==> config.mk <==
export PLATFORM = sky130hd
export DESIGN_NAME = min_heap_priority_queue
export DESIGN_NICKNAME = d
export VERILOG_FILES = /design/src/sv/mhpq_pkg.sv /design/src/sv/mhpq_store.sv /design/src/sv/mhpq_ctrl.sv /design/src/sv/min_heap_priority_queue.sv
export SDC_FILE = /design/constraint.sdc
export NUM_CORES = 2
export LEC_CHECK = 0
export ABC_CLOCK_PERIOD_IN_PS = 15600
export CORE_AREA = 2 2 387 389
export CTS_BUF_LIST = sky130_fd_sc_hd__clkbuf_4 sky130_fd_sc_hd__clkbuf_8
export CTS_CLUSTER_DIAMETER = 120
export DETAILED_ROUTE_END_ITERATION = 10
export DIE_AREA = 0 0 389 391
export DONT_BUFFER_PORTS = 1
export PLACE_DENSITY = 0.61
export SLEW_MARGIN = 15
export SYNTH_ARGS = -nofsm -noshare
export SYNTH_HDL_FRONTEND = slang
export SYNTH_SLANG_ARGS = --single-unit
==> constraint.sdc <==
create_clock -name clk -period 15.6 [get_ports clk]
set_input_delay 1.56 -clock clk [delete_from_list [all_inputs] [get_ports clk]]
set_output_delay 1.56 -clock clk [all_outputs]
set_load 0.05 [all_outputs]
==> src/sv/mhpq_pkg.sv <==
// Package for the min-heap priority queue: entry and result layouts,
// command and status codes, and the sequencer state type.
// No dependencies.
`timescale 1ns / 1ps

package mhpq_pkg;

    // One stored entry, urgency in the lowest bits.
    typedef struct packed {
        logic        incremental;
        logic [15:0] request_id;
        logic [2:0]  urgency;
    } entry_t;

    // Command codes carried with each input word.
    localparam logic CMD_ENQUEUE = 1'b0;
    localparam logic CMD_DEQUEUE = 1'b1;

    // Result status codes.
    typedef enum logic [1:0] {
        STATUS_OK    = 2'd0,
        STATUS_FULL  = 2'd1,
        STATUS_EMPTY = 2'd2
    } status_t;

    // One result word before the output register.
    typedef struct packed {
        status_t    status;
        logic [6:0] occupancy;
        entry_t     entry;
    } result_t;

    // Sequencer states.
    typedef enum logic [2:0] {
        ST_IDLE,
        ST_UP_CMP,
        ST_DN_ROOT,
        ST_DN_LAST,
        ST_DN_L,
        ST_DN_R,
        ST_FIN,
        ST_RESP
    } state_t;

endpackage

==> src/sv/mhpq_store.sv <==
// Heap storage: one write port and one read port with registered read data.
// Depends on mhpq_pkg for the entry layout.
`timescale 1ns / 1ps

module mhpq_store #(
    parameter int CAPACITY = 64
) (
    input  logic                          clk,
    input  logic                          wr_en,
    input  logic [$clog2(CAPACITY)-1:0]   wr_addr,
    input  mhpq_pkg::entry_t              wr_data,
    input  logic                          rd_en,
    input  logic [$clog2(CAPACITY)-1:0]   rd_addr,
    output mhpq_pkg::entry_t              rd_data_reg
);
    import mhpq_pkg::*;

    entry_t mem [CAPACITY];

    // Write port.
    always_ff @(posedge clk)
    begin
        if (wr_en)
        begin
            mem[wr_addr] <= wr_data;
        end
    end

    // Read port; the read data is registered.
    always_ff @(posedge clk)
    begin
        if (rd_en)
        begin
            rd_data_reg <= mem[rd_addr];
        end
    end

endmodule

==> src/sv/mhpq_ctrl.sv <==
// Heap sequencer: accepts one command at a time and walks the sift-up or
// sift-down path through the heap storage. Depends on mhpq_pkg.
`timescale 1ns / 1ps

module mhpq_ctrl #(
    parameter int CAPACITY = 64
) (
    input  logic                          clk,
    input  logic                          rst_n,
    input  logic                          in_valid,
    output logic                          in_ready,
    input  logic                          in_cmd,
    input  mhpq_pkg::entry_t              in_entry,
    output logic                          res_valid,
    input  logic                          res_ready,
    output mhpq_pkg::result_t             res,
    output logic                          mem_wr_en,
    output logic [$clog2(CAPACITY)-1:0]   mem_wr_addr,
    output mhpq_pkg::entry_t              mem_wr_data,
    output logic                          mem_rd_en,
    output logic [$clog2(CAPACITY)-1:0]   mem_rd_addr,
    input  mhpq_pkg::entry_t              mem_rd_data
);
    import mhpq_pkg::*;

    localparam int AW = $clog2(CAPACITY);
    localparam int CW = $clog2(CAPACITY + 1);
    localparam int WW = AW + 2;

    state_t          state_reg, state_next;
    logic [CW-1:0]   count_reg, count_next;
    logic [AW-1:0]   pos_reg, pos_next;
    entry_t          e_reg, e_next;
    entry_t          left_reg, left_next;
    entry_t          got_reg, got_next;
    status_t         status_reg, status_next;

    logic [AW-1:0]   in_pos;
    logic [AW-1:0]   in_par;
    logic [AW-1:0]   par_addr;
    logic [AW-1:0]   par_par;
    logic [WW-1:0]   n_w;
    logic [WW-1:0]   lw;
    logic [WW-1:0]   rw;
    logic            left_lt;
    logic [2:0]      best_key;
    logic            right_lt;
    logic [AW-1:0]   child;
    logic [WW-1:0]   child_l;
    logic [CW+6:0]   occ_wide;

    // Index arithmetic for the heap walk.
    assign in_pos   = count_reg[AW-1:0];
    assign in_par   = (in_pos - AW'(1)) >> 1;
    assign par_addr = (pos_reg - AW'(1)) >> 1;
    assign par_par  = (par_addr - AW'(1)) >> 1;
    assign n_w      = WW'(count_reg);
    assign lw       = WW'({pos_reg, 1'b1});
    assign rw       = lw + WW'(1);

    // Child selection: left wins ties, right only if strictly smaller.
    assign left_lt  = left_reg.urgency < e_reg.urgency;
    assign best_key = left_lt ? left_reg.urgency : e_reg.urgency;
    assign right_lt = mem_rd_data.urgency < best_key;
    assign child    = right_lt ? rw[AW-1:0] : lw[AW-1:0];
    assign child_l  = WW'({child, 1'b1});

    assign occ_wide = (CW + 7)'(count_reg);

    // State and data registers.
    always_ff @(posedge clk or negedge rst_n)
    begin
        if (!rst_n)
        begin
            state_reg <= ST_IDLE;
            count_reg <= '0;
        end
        else
        begin
            state_reg <= state_next;
            count_reg <= count_next;
        end
    end

    always_ff @(posedge clk)
    begin
        pos_reg    <= pos_next;
        e_reg      <= e_next;
        left_reg   <= left_next;
        got_reg    <= got_next;
        status_reg <= status_next;
    end

    // Next state, memory accesses and result.
    always_comb
    begin
        state_next  = state_reg;
        count_next  = count_reg;
        pos_next    = pos_reg;
        e_next      = e_reg;
        left_next   = left_reg;
        got_next    = got_reg;
        status_next = status_reg;
        mem_wr_en   = 1'b0;
        mem_wr_addr = pos_reg;
        mem_wr_data = e_reg;
        mem_rd_en   = 1'b0;
        mem_rd_addr = '0;
        in_ready    = 1'b0;
        res_valid   = 1'b0;
        res.status    = status_reg;
        res.occupancy = occ_wide[6:0];
        res.entry     = got_reg;

        case (state_reg)
            ST_IDLE:
            begin
                in_ready = 1'b1;
                if (in_valid)
                begin
                    got_next    = '0;
                    status_next = STATUS_OK;
                    case (in_cmd)
                        CMD_ENQUEUE:
                        begin
                            if (count_reg == CW'(CAPACITY))
                            begin
                                status_next = STATUS_FULL;
                                state_next  = ST_RESP;
                            end
                            else
                            begin
                                e_next     = in_entry;
                                pos_next   = in_pos;
                                count_next = count_reg + CW'(1);
                                if (in_pos == '0)
                                begin
                                    state_next = ST_FIN;
                                end
                                else
                                begin
                                    mem_rd_en   = 1'b1;
                                    mem_rd_addr = in_par;
                                    state_next  = ST_UP_CMP;
                                end
                            end
                        end
                        CMD_DEQUEUE:
                        begin
                            if (count_reg == '0)
                            begin
                                status_next = STATUS_EMPTY;
                                state_next  = ST_RESP;
                            end
                            else
                            begin
                                count_next  = count_reg - CW'(1);
                                mem_rd_en   = 1'b1;
                                mem_rd_addr = '0;
                                state_next  = ST_DN_ROOT;
                            end
                        end
                        default:
                        begin
                            state_next = ST_IDLE;
                        end
                    endcase
                end
            end

            // Sift up: parent word arrives; move it down if the new key is
            // smaller, and fetch the next parent in the same cycle.
            ST_UP_CMP:
            begin
                if (e_reg.urgency < mem_rd_data.urgency)
                begin
                    mem_wr_en   = 1'b1;
                    mem_wr_addr = pos_reg;
                    mem_wr_data = mem_rd_data;
                    pos_next    = par_addr;
                    if (par_addr == '0)
                    begin
                        state_next = ST_FIN;
                    end
                    else
                    begin
                        mem_rd_en   = 1'b1;
                        mem_rd_addr = par_par;
                    end
                end
                else
                begin
                    state_next = ST_FIN;
                end
            end

            // Dequeue: capture the root and fetch the last entry.
            ST_DN_ROOT:
            begin
                got_next    = mem_rd_data;
                mem_rd_en   = 1'b1;
                mem_rd_addr = count_reg[AW-1:0];
                state_next  = ST_DN_LAST;
            end

            // The last entry becomes the hole filler starting at the root.
            ST_DN_LAST:
            begin
                e_next   = mem_rd_data;
                pos_next = '0;
                if (WW'(1) < n_w)
                begin
                    mem_rd_en   = 1'b1;
                    mem_rd_addr = AW'(1);
                    state_next  = ST_DN_L;
                end
                else
                begin
                    state_next = ST_FIN;
                end
            end

            // Left child arrives; fetch the right one if it exists, else move the left child up if it is smaller.
            ST_DN_L:
            begin
                left_next = mem_rd_data;
                if (rw < n_w)
                begin
                    mem_rd_en   = 1'b1;
                    mem_rd_addr = rw[AW-1:0];
                    state_next  = ST_DN_R;
                end
                else
                begin
                    if (mem_rd_data.urgency < e_reg.urgency)
                    begin
                        mem_wr_en   = 1'b1;
                        mem_wr_addr = pos_reg;
                        mem_wr_data = mem_rd_data;
                        pos_next    = lw[AW-1:0];
                    end
                    state_next = ST_FIN;
                end
            end

            // Right child arrives; move the smaller child up if needed.
            ST_DN_R:
            begin
                if (right_lt || left_lt)
                begin
                    mem_wr_en   = 1'b1;
                    mem_wr_addr = pos_reg;
                    mem_wr_data = right_lt ? mem_rd_data : left_reg;
                    pos_next    = child;
                    if (child_l < n_w)
                    begin
                        mem_rd_en   = 1'b1;
                        mem_rd_addr = child_l[AW-1:0];
                        state_next  = ST_DN_L;
                    end
                    else
                    begin
                        state_next = ST_FIN;
                    end
                end
                else
                begin
                    state_next = ST_FIN;
                end
            end

            // Drop the carried entry into the hole.
            ST_FIN:
            begin
                mem_wr_en   = 1'b1;
                mem_wr_addr = pos_reg;
                mem_wr_data = e_reg;
                state_next  = ST_RESP;
            end

            ST_RESP:
            begin
                res_valid = 1'b1;
                if (res_ready)
                begin
                    state_next = ST_IDLE;
                end
            end

            default:
            begin
                state_next = ST_IDLE;
            end
        endcase
    end

`ifndef SYNTHESIS
    // The fill count never passes the capacity.
    a_count_range: assert property (@(posedge clk) disable iff (!rst_n)
        count_reg <= CW'(CAPACITY))
        else $error("heap count above capacity");

    // The walk never reads and writes the same entry in one cycle.
    a_no_collision: assert property (@(posedge clk) disable iff (!rst_n)
        !(mem_wr_en && mem_rd_en && (mem_wr_addr == mem_rd_addr)))
        else $error("read and write to the same heap entry");

    // An accepted command always starts a sequence.
    a_accept_leaves_idle: assert property (@(posedge clk) disable iff (!rst_n)
        (in_valid && in_ready) |=> (state_reg != ST_IDLE))
        else $error("accepted command did not start");

    // Sift up never compares at the root.
    a_up_not_root: assert property (@(posedge clk) disable iff (!rst_n)
        (state_reg == ST_UP_CMP) |-> (pos_reg != '0))
        else $error("sift up at the root");
`endif

endmodule

==> src/sv/min_heap_priority_queue.sv <==
// Binary min-heap priority queue of CAPACITY entries, each a 3-bit urgency,
// a 16-bit request id and an incremental flag; a lower urgency leaves first
// and equal keys leave in heap order. Every input word (enqueue or dequeue)
// yields one result word with a status, the dequeued entry (zero otherwise)
// and the occupancy after the command. Commands are handled one at a time;
// the heap sits in one memory with one read and one write port, and its
// read port sets the pace. An enqueue compares the entry with one parent
// per level until it stops climbing or reaches the root; a dequeue reads
// the root and the last entry, then the children of each node that the
// moved entry sinks through. A rejected enqueue or an empty dequeue does
// not touch the memory. The result sits in an output register, so a word
// may wait there while the next command is already accepted. Depends on
// mhpq_pkg, mhpq_ctrl and mhpq_store. No memory clearing is needed after
// reset.
`timescale 1ns / 1ps

module min_heap_priority_queue #(
    parameter int CAPACITY = 64
) (
    input  logic        clk,
    input  logic        rst_n,
    input  logic        s_tvalid,
    output logic        s_tready,
    input  logic [23:0] s_tdata,   // urgency[2:0], request_id[18:3], incremental[19], zero
    input  logic        s_tuser,   // cmd
    output logic        m_tvalid,
    input  logic        m_tready,
    output logic [31:0] m_tdata,   // out_urgency[2:0], out_request_id[18:3],
                                   // out_incremental[19], occupancy[26:20], zero
    output logic [1:0]  m_tuser    // status
);
    import mhpq_pkg::*;

    localparam int AW = $clog2(CAPACITY);

    entry_t        in_entry;
    result_t       res;
    logic          res_valid;
    logic          res_ready;
    logic          mem_wr_en;
    logic [AW-1:0] mem_wr_addr;
    entry_t        mem_wr_data;
    logic          mem_rd_en;
    logic [AW-1:0] mem_rd_addr;
    entry_t        mem_rd_data;
    logic          m_tvalid_reg;
    result_t       res_reg;

    assign in_entry = entry_t'(s_tdata[19:0]);

    mhpq_ctrl #(
        .CAPACITY (CAPACITY)
    ) u_ctrl (
        .clk         (clk),
        .rst_n       (rst_n),
        .in_valid    (s_tvalid),
        .in_ready    (s_tready),
        .in_cmd      (s_tuser),
        .in_entry    (in_entry),
        .res_valid   (res_valid),
        .res_ready   (res_ready),
        .res         (res),
        .mem_wr_en   (mem_wr_en),
        .mem_wr_addr (mem_wr_addr),
        .mem_wr_data (mem_wr_data),
        .mem_rd_en   (mem_rd_en),
        .mem_rd_addr (mem_rd_addr),
        .mem_rd_data (mem_rd_data)
    );

    mhpq_store #(
        .CAPACITY (CAPACITY)
    ) u_store (
        .clk         (clk),
        .wr_en       (mem_wr_en),
        .wr_addr     (mem_wr_addr),
        .wr_data     (mem_wr_data),
        .rd_en       (mem_rd_en),
        .rd_addr     (mem_rd_addr),
        .rd_data_reg (mem_rd_data)
    );

    // Output register: loads a result word when empty or being drained.
    assign res_ready = !m_tvalid_reg || m_tready;

    always_ff @(posedge clk or negedge rst_n)
    begin
        if (!rst_n)
        begin
            m_tvalid_reg <= 1'b0;
        end
        else if (res_ready)
        begin
            m_tvalid_reg <= res_valid;
        end
    end

    always_ff @(posedge clk)
    begin
        if (res_valid && res_ready)
        begin
            res_reg <= res;
        end
    end

    assign m_tvalid = m_tvalid_reg;
    assign m_tdata  = {5'b0, res_reg.occupancy, res_reg.entry};
    assign m_tuser  = res_reg.status;

endmodule

# Word level (Yosys, flattened, before mapping)
# Memory sizes are Yosys's and may differ from the RTL's. A register that Yosys moved wholly into a read port is not among the register bits.
# Index checks and enable logic that the tools add are counted.
# totals
ramBits	1280
memories	1
out_inout_bits	36
word_cells	143
register_bits	108
input_bits	29
# memory_table
name	words	width	read_ports	rd_ports_with_merged_regs	write_ports	line	rtl
u_store.mem	64	20	1	1	1	mhpq_store.sv:18	entry_t mem [CAPACITY];
# op_classes
n_eq_ne	19
bitwise	1
addsub	6
n_reduce_logical	17
n_lt_le_gt_ge	7
muxes	73
# op_table
op	n
$mux 20	9
$mux 6	14
$pmux 20 s2	2
$pmux 20 s3	1
$pmux 6 s6	1
$pmux 6 s5	1
$mux 3	8
$pmux 3 s8	1
$mux 1	20
$mux 7	2
$ne 2x2->1 const B	7
$pmux 7 s2	1
$eq 3x3->1 const B	4
$logic_not 6->1	2
$lt 3x3->1	4
$pmux 6 s2	1
$sub 6x1->6 const B	2
$mux 2	5
$mux 5	2
$add 7x1->8 const B	1
$lt 8x7->1	1
$reduce_and 4->1	2
$reduce_and 8->1	1
$add 7x1->7 const B	1
other kinds (24)	30

# Longest topological paths before layout
# logic_depth
depth_word	8
depth_mapped	28
depth_no_buf	22

# By module
# From an unflattened synthesis, not the netlist that was laid out.
# unflattened
hier_cells	2714
area_unflattened_um2	55893.6
# by_module_without_submodules
mod	n_inst	area_each_um2	cells_per_inst	seq_area_each_um2
mhpq_store	1	49692.7	2162	39037.4
mhpq_ctrl	1	5235.0	513	2292.2
min_heap_priority_queue	1	965.9	39	895.9

# Least setup slack after synthesis
# No wires, ideal clock.
# synth_timing
path_type	register -> register
startpoint	register u_ctrl.e_reg[2] (netlist name)
endpoint	memory u_store.mem[0][2] (netlist name), data pin
arrival_ps	5623
setup_time_ps	720
path_slack_ps	9257
t_required_ps	14880
path_stages_with_launch	14
period_less_slack_ps	6343
path_buffers	0
path_cell_list	edfxtp_1 -> inv_1 -> ha_1 -> a21oi_1 -> o21ai_1 -> mux2i_1 -> ha_1 -> o31ai_1 -> o21ai_2 -> nand2_1 -> nor3_1 -> a211o_1 -> a31oi_1 -> o31ai_1
# synth_rtl
item	line	rtl
start, declared	mhpq_ctrl.sv:33	entry_t e_reg, e_next;
start signal, assigned	mhpq_ctrl.sv:88	e_reg <= e_next;
end, declared	mhpq_store.sv:18	

# Worst setup path after layout
# layout_timing
startpoint	register u_ctrl.e_reg[2] (netlist name)
endpoint	register, netlist name u_store.rd_data_reg[8]
# layout_via
elab_chain_len	8
elab_cells_between_ends	15
cone_classes	4 x order compare; 10 x mux; 1 x reduce/logical
# layout_lines
item	line	rtl
$lt 3x3->1	mhpq_ctrl.sv:62	assign left_lt = left_reg.urgency < e_reg.urgency;
$mux 3	mhpq_ctrl.sv:63	assign best_key = left_lt ? left_reg.urgency : e_reg.urgency;
$lt 3x3->1	mhpq_ctrl.sv:64	assign right_lt = mem_rd_data.urgency < best_key;
$mux 6	mhpq_ctrl.sv:65	assign child = right_lt ? rw[AW-1:0] : lw[AW-1:0];
$lt 7x7->1	mhpq_ctrl.sv:255	if (child_l < n_w)
$mux 6 or $mux 1 (tied branches)	mhpq_ctrl.sv:255	
$mux 6 or $mux 1 (tied branches)	mhpq_ctrl.sv:249	if (right_lt || left_lt)
$pmux 6 s6 or $pmux 1 s6 (tied branches)	mhpq_ctrl.sv:115	case (state_reg)
# Several ways; a longest one is shown, not always the timed one.
# A chain may end at the register's enable or synchronous reset.

==> metrics <==
# nets final=3,908; CTS tree=built; area grow syn2layout=11.5%; antenna violations before repair=6; Routed Antenna Nets=0; number of synthesized flops with an enable pin=1,397; PostCTS Resize Cnt=0; total global routing overflow=0; worst slew pin tran=1.32 ns; total negative slack=0 ns; Total GRT Usage=19.6%; Die Height=approximately 390 um; postcts setup bufs=0; final WL=153,000 um; Setup violations, final=0; Pre-Repair DR Iteration Count=6; fin. max-slew vios=0; dominant synthesized flop cell=edfxtp_1; critical path launch point type=flop; Crit path max-delay family=simple AND/OR/NAND/NOR gates; # port buffers=0; first-pass GRT wire length=220,000 um; Max-slew headroom=12.0%; Reg area=around 42,000 um2; vias in the first global route=32,182; critical path class=reg2reg; Reg2Reg Setup Slack=6.54 ns; Fin. Hold Viols=0; largest net degree at the start of global routing=146; clock buffer depth=3; number of fill cells=13,051; final core utilization=43.1%; Top reg by flops=u_store.mem; full die area=152,000 um2; CP max stage delay=1.03 ns; Yosys cell types=87; master of the slowest instance on the critical path=nor4_1; synth warn=0; drc violations=0; synthesized area per cell=roughly 15 um2; Final Cycle Share=between 50% and 60%; max-cap violations=0; status=finished clean; ratio of cells with drive above 1 in the final layout=16.2%; Die Wd=389 um; worst path cell trace=inv_1 -> ha_1 -> nand2_1 -> o21ai_1 -> mux2i_1 -> ha_1 -> o31ai_1 -> o21a_1 -> nor2_1 -> nor2_1 -> xor2_1 -> ha_1 -> a21oi_1 -> o21ai_0 -> nor4_1 -> o22ai_1 -> nand2_4 -> buf_4 -> buf_4 -> nand3_1 -> o2111a_1 -> nor4_1 -> nand4_1; Crit path required time=16.18 ns; Clock transition at path regs=0.06 ns; fin crit period=9.06 ns; clock sinks=roughly 1,400; Synth Instances=3,738; drt first-iter violations=4,091; worst r2r src=u_ctrl.e_reg[2]; area leader, netlist=edfxtp_1; post-DP HPWL=between 80,000 and 90,000 um; worst hold path type=in2async; CP Capture Type=flop; H-tree depth=4; Synth area leaders=edfxtp_1 73%, mux2i_1 6.4%, nand2_1 3.5%, mux2_2 1.7%, a21oi_1 1.4%; worst skew pair latency=0.96 ns; via count=33,726; wire per inst=25.5 um; Root Driver=clkbuf_8; fmax=0.110 GHz; Starting Density=38.7%; Data arrival, critical path=9.64 ns; most frequent CP cell=ha_1; post-synthesis cell area=approximately 57,000 um2; Layout Skew=around 0.059 ns; sequential element share of the synthesized area=73.5%; CTS buffer count=between 200 and 250; area of the multi-input gates=14,200 um2; Crit Reg-Reg Endpoint=u_store.rd_data_reg[8]; Hold Buf Count CTS=0; Buf/Inv on CP=3; # IOs=65; core box area=149,000 um2; Post-synth ARST share=0.781%; Synth top area share=73.1%; Critical Path Fanout Max=53; Synth Register Bits=1,408; DR vias/cell=5.64; FP Rows=142; RSZ-0062 raised after global routing=no; max reg flops=between 1,000 and 1,500; Final GP Congestion=about 0.89; R2R cell count=23
## synth_stat cells, types with 11 or more instances
| library cell | instances |
|---|---|
| a32o_1 | 23 |
| clkbuf_1 | 46 |
| inv_1 | 42 |
| o22ai_1 | 57 |
| nand3_1 | 132 |
| buf_4 | 31 |
| or4_1 | 17 |
| a32oi_1 | 28 |
| nand4_1 | 26 |
| nor4_1 | 28 |
| a221oi_1 | 55 |
| a221o_1 | 12 |
| nand2_1 | 534 |
| a21oi_1 | 164 |
| a22o_1 | 15 |
| dfrtp_1 | 11 |
| xnor2_1 | 21 |
| a31oi_1 | 19 |
| ha_1 | 26 |
| edfxtp_1 | 1397 |
| a211oi_1 | 49 |
| buf_2 | 111 |
| buf_1 | 20 |
| nor2_1 | 100 |
| a222oi_1 | 17 |
| a22oi_1 | 21 |
| mux2i_1 | 368 |
| buf_6 | 14 |
| and3_1 | 60 |
| nor3_1 | 13 |
| o21ai_0 | 44 |
| mux2_2 | 87 |
## worst max path at each step
stage / from / slack [ns] / endpoint / depth (start not counted)
finish: u_ctrl.e_reg[2] / 6.54 / u_store.rd_data_reg[8] / 23
CTS: u_ctrl.e_reg[2] / 6.73 / u_store.rd_data_reg[8] / 23
global placement: u_ctrl.e_reg[2] / 6.94 / u_store.rd_data_reg[8] / 23
detailed placement: u_ctrl.e_reg[2] / 6.79 / u_store.rd_data_reg[8] / 23
global route: u_ctrl.e_reg[2] / 6.12 / u_store.rd_data_reg[8] / 23
floorplan: u_ctrl.e_reg[2] / 9.26 / u_store.mem[0][2] / 13
## kinds of logic after synthesis
group           after synthesis  share of synthesized area [%]
compound gates              589                           7.26
xor+xnor                     25                          0.381
fa+ha+maj                    26                          0.567
buf+inv                     266                           2.37
flops                      1408                           73.5
mux                         458                           8.18
other cells                   1                        0.00653
simple gates                965                           7.69
## through the flow
step	instance area, um2	hold WS [ns]	worst slack (ns)	std cells
final	64000	0.311	6.54	5976
after global routing	64000	0.255	6.12	5972
after CTS	64000	0.235	6.73	5971
after detailed placement	60000	0.405	6.79	5583
after global placement	60000	0.400	6.94	5583
after floorplan	57400	0.400	9.26	3742
## cell usage in the layout, fill, tap and decap left out, drive strengths merged, types with 10 or more instances in the layout
cell    count
o21ai      48
nand3     134
a211o      10
a222oi     17
a221oi     55
dfrtp      11
xnor2      21
nand4      27
inv        45
and3       60
nor2      103
a22o       15
nand2     534
a211oi     50
nor3       15
mux2i     368
o22ai      57
nor4       30
mux2       90
a32oi      28
clkbuf    275
a21oi     167
ha         26
a31oi      19
a221o      13
buf       119
edfxtp   1397
clkinv    106
a22oi      21
or4        18
a32o       23
## final cells by class
| cell class | count | area share (%) |
|---|---|---|
| inverters | 44 | 0.262 |
| well taps | 1944 | 3.80 |
| repair buffers | 119 | 1.51 |
| flip-flops and latches | 1408 | 66.0 |
| clock buffers | 275 | 5.35 |
| multi-input cells | 2068 | 22.2 |
| clock inverters | 113 | 0.923 |
| diodes | 5 | 0.0196 |
## worst register-to-register path, stage by stage, from the launching register on
cell,delay [ns]
edfxtp_1,0.42
inv_1,0.09
ha_1,0.33
nand2_1,0.06
o21ai_1,0.48
mux2i_1,0.41
ha_1,0.18
o31ai_1,0.09
o21a_1,0.22
nor2_1,0.46
nor2_1,0.13
xor2_1,0.16
ha_1,0.34
a21oi_1,0.15
o21ai_0,0.16
nor4_1,0.82
o22ai_1,0.55
nand2_4,0.73
buf_4,0.57
buf_4,0.58
nand3_1,0.14
o2111a_1,0.26
nor4_1,1.03
nand4_1,0.35
## layer usage
layer | global-route usage (%) | share of wire [%] | vias to the layer above
met4 | 8.53 | 3.9 | 2
met1 | 27.1 | 43 | 17031
met3 | 4.22 | 8.6 | 275
li1 | - | - | 14849
met5 | 0 | 0.013 | -
met2 | 30.0 | 45 | 1569
Power is not shown: default switching activity piles up to over one toggle a cycle in this logic, so the estimate is an artifact.
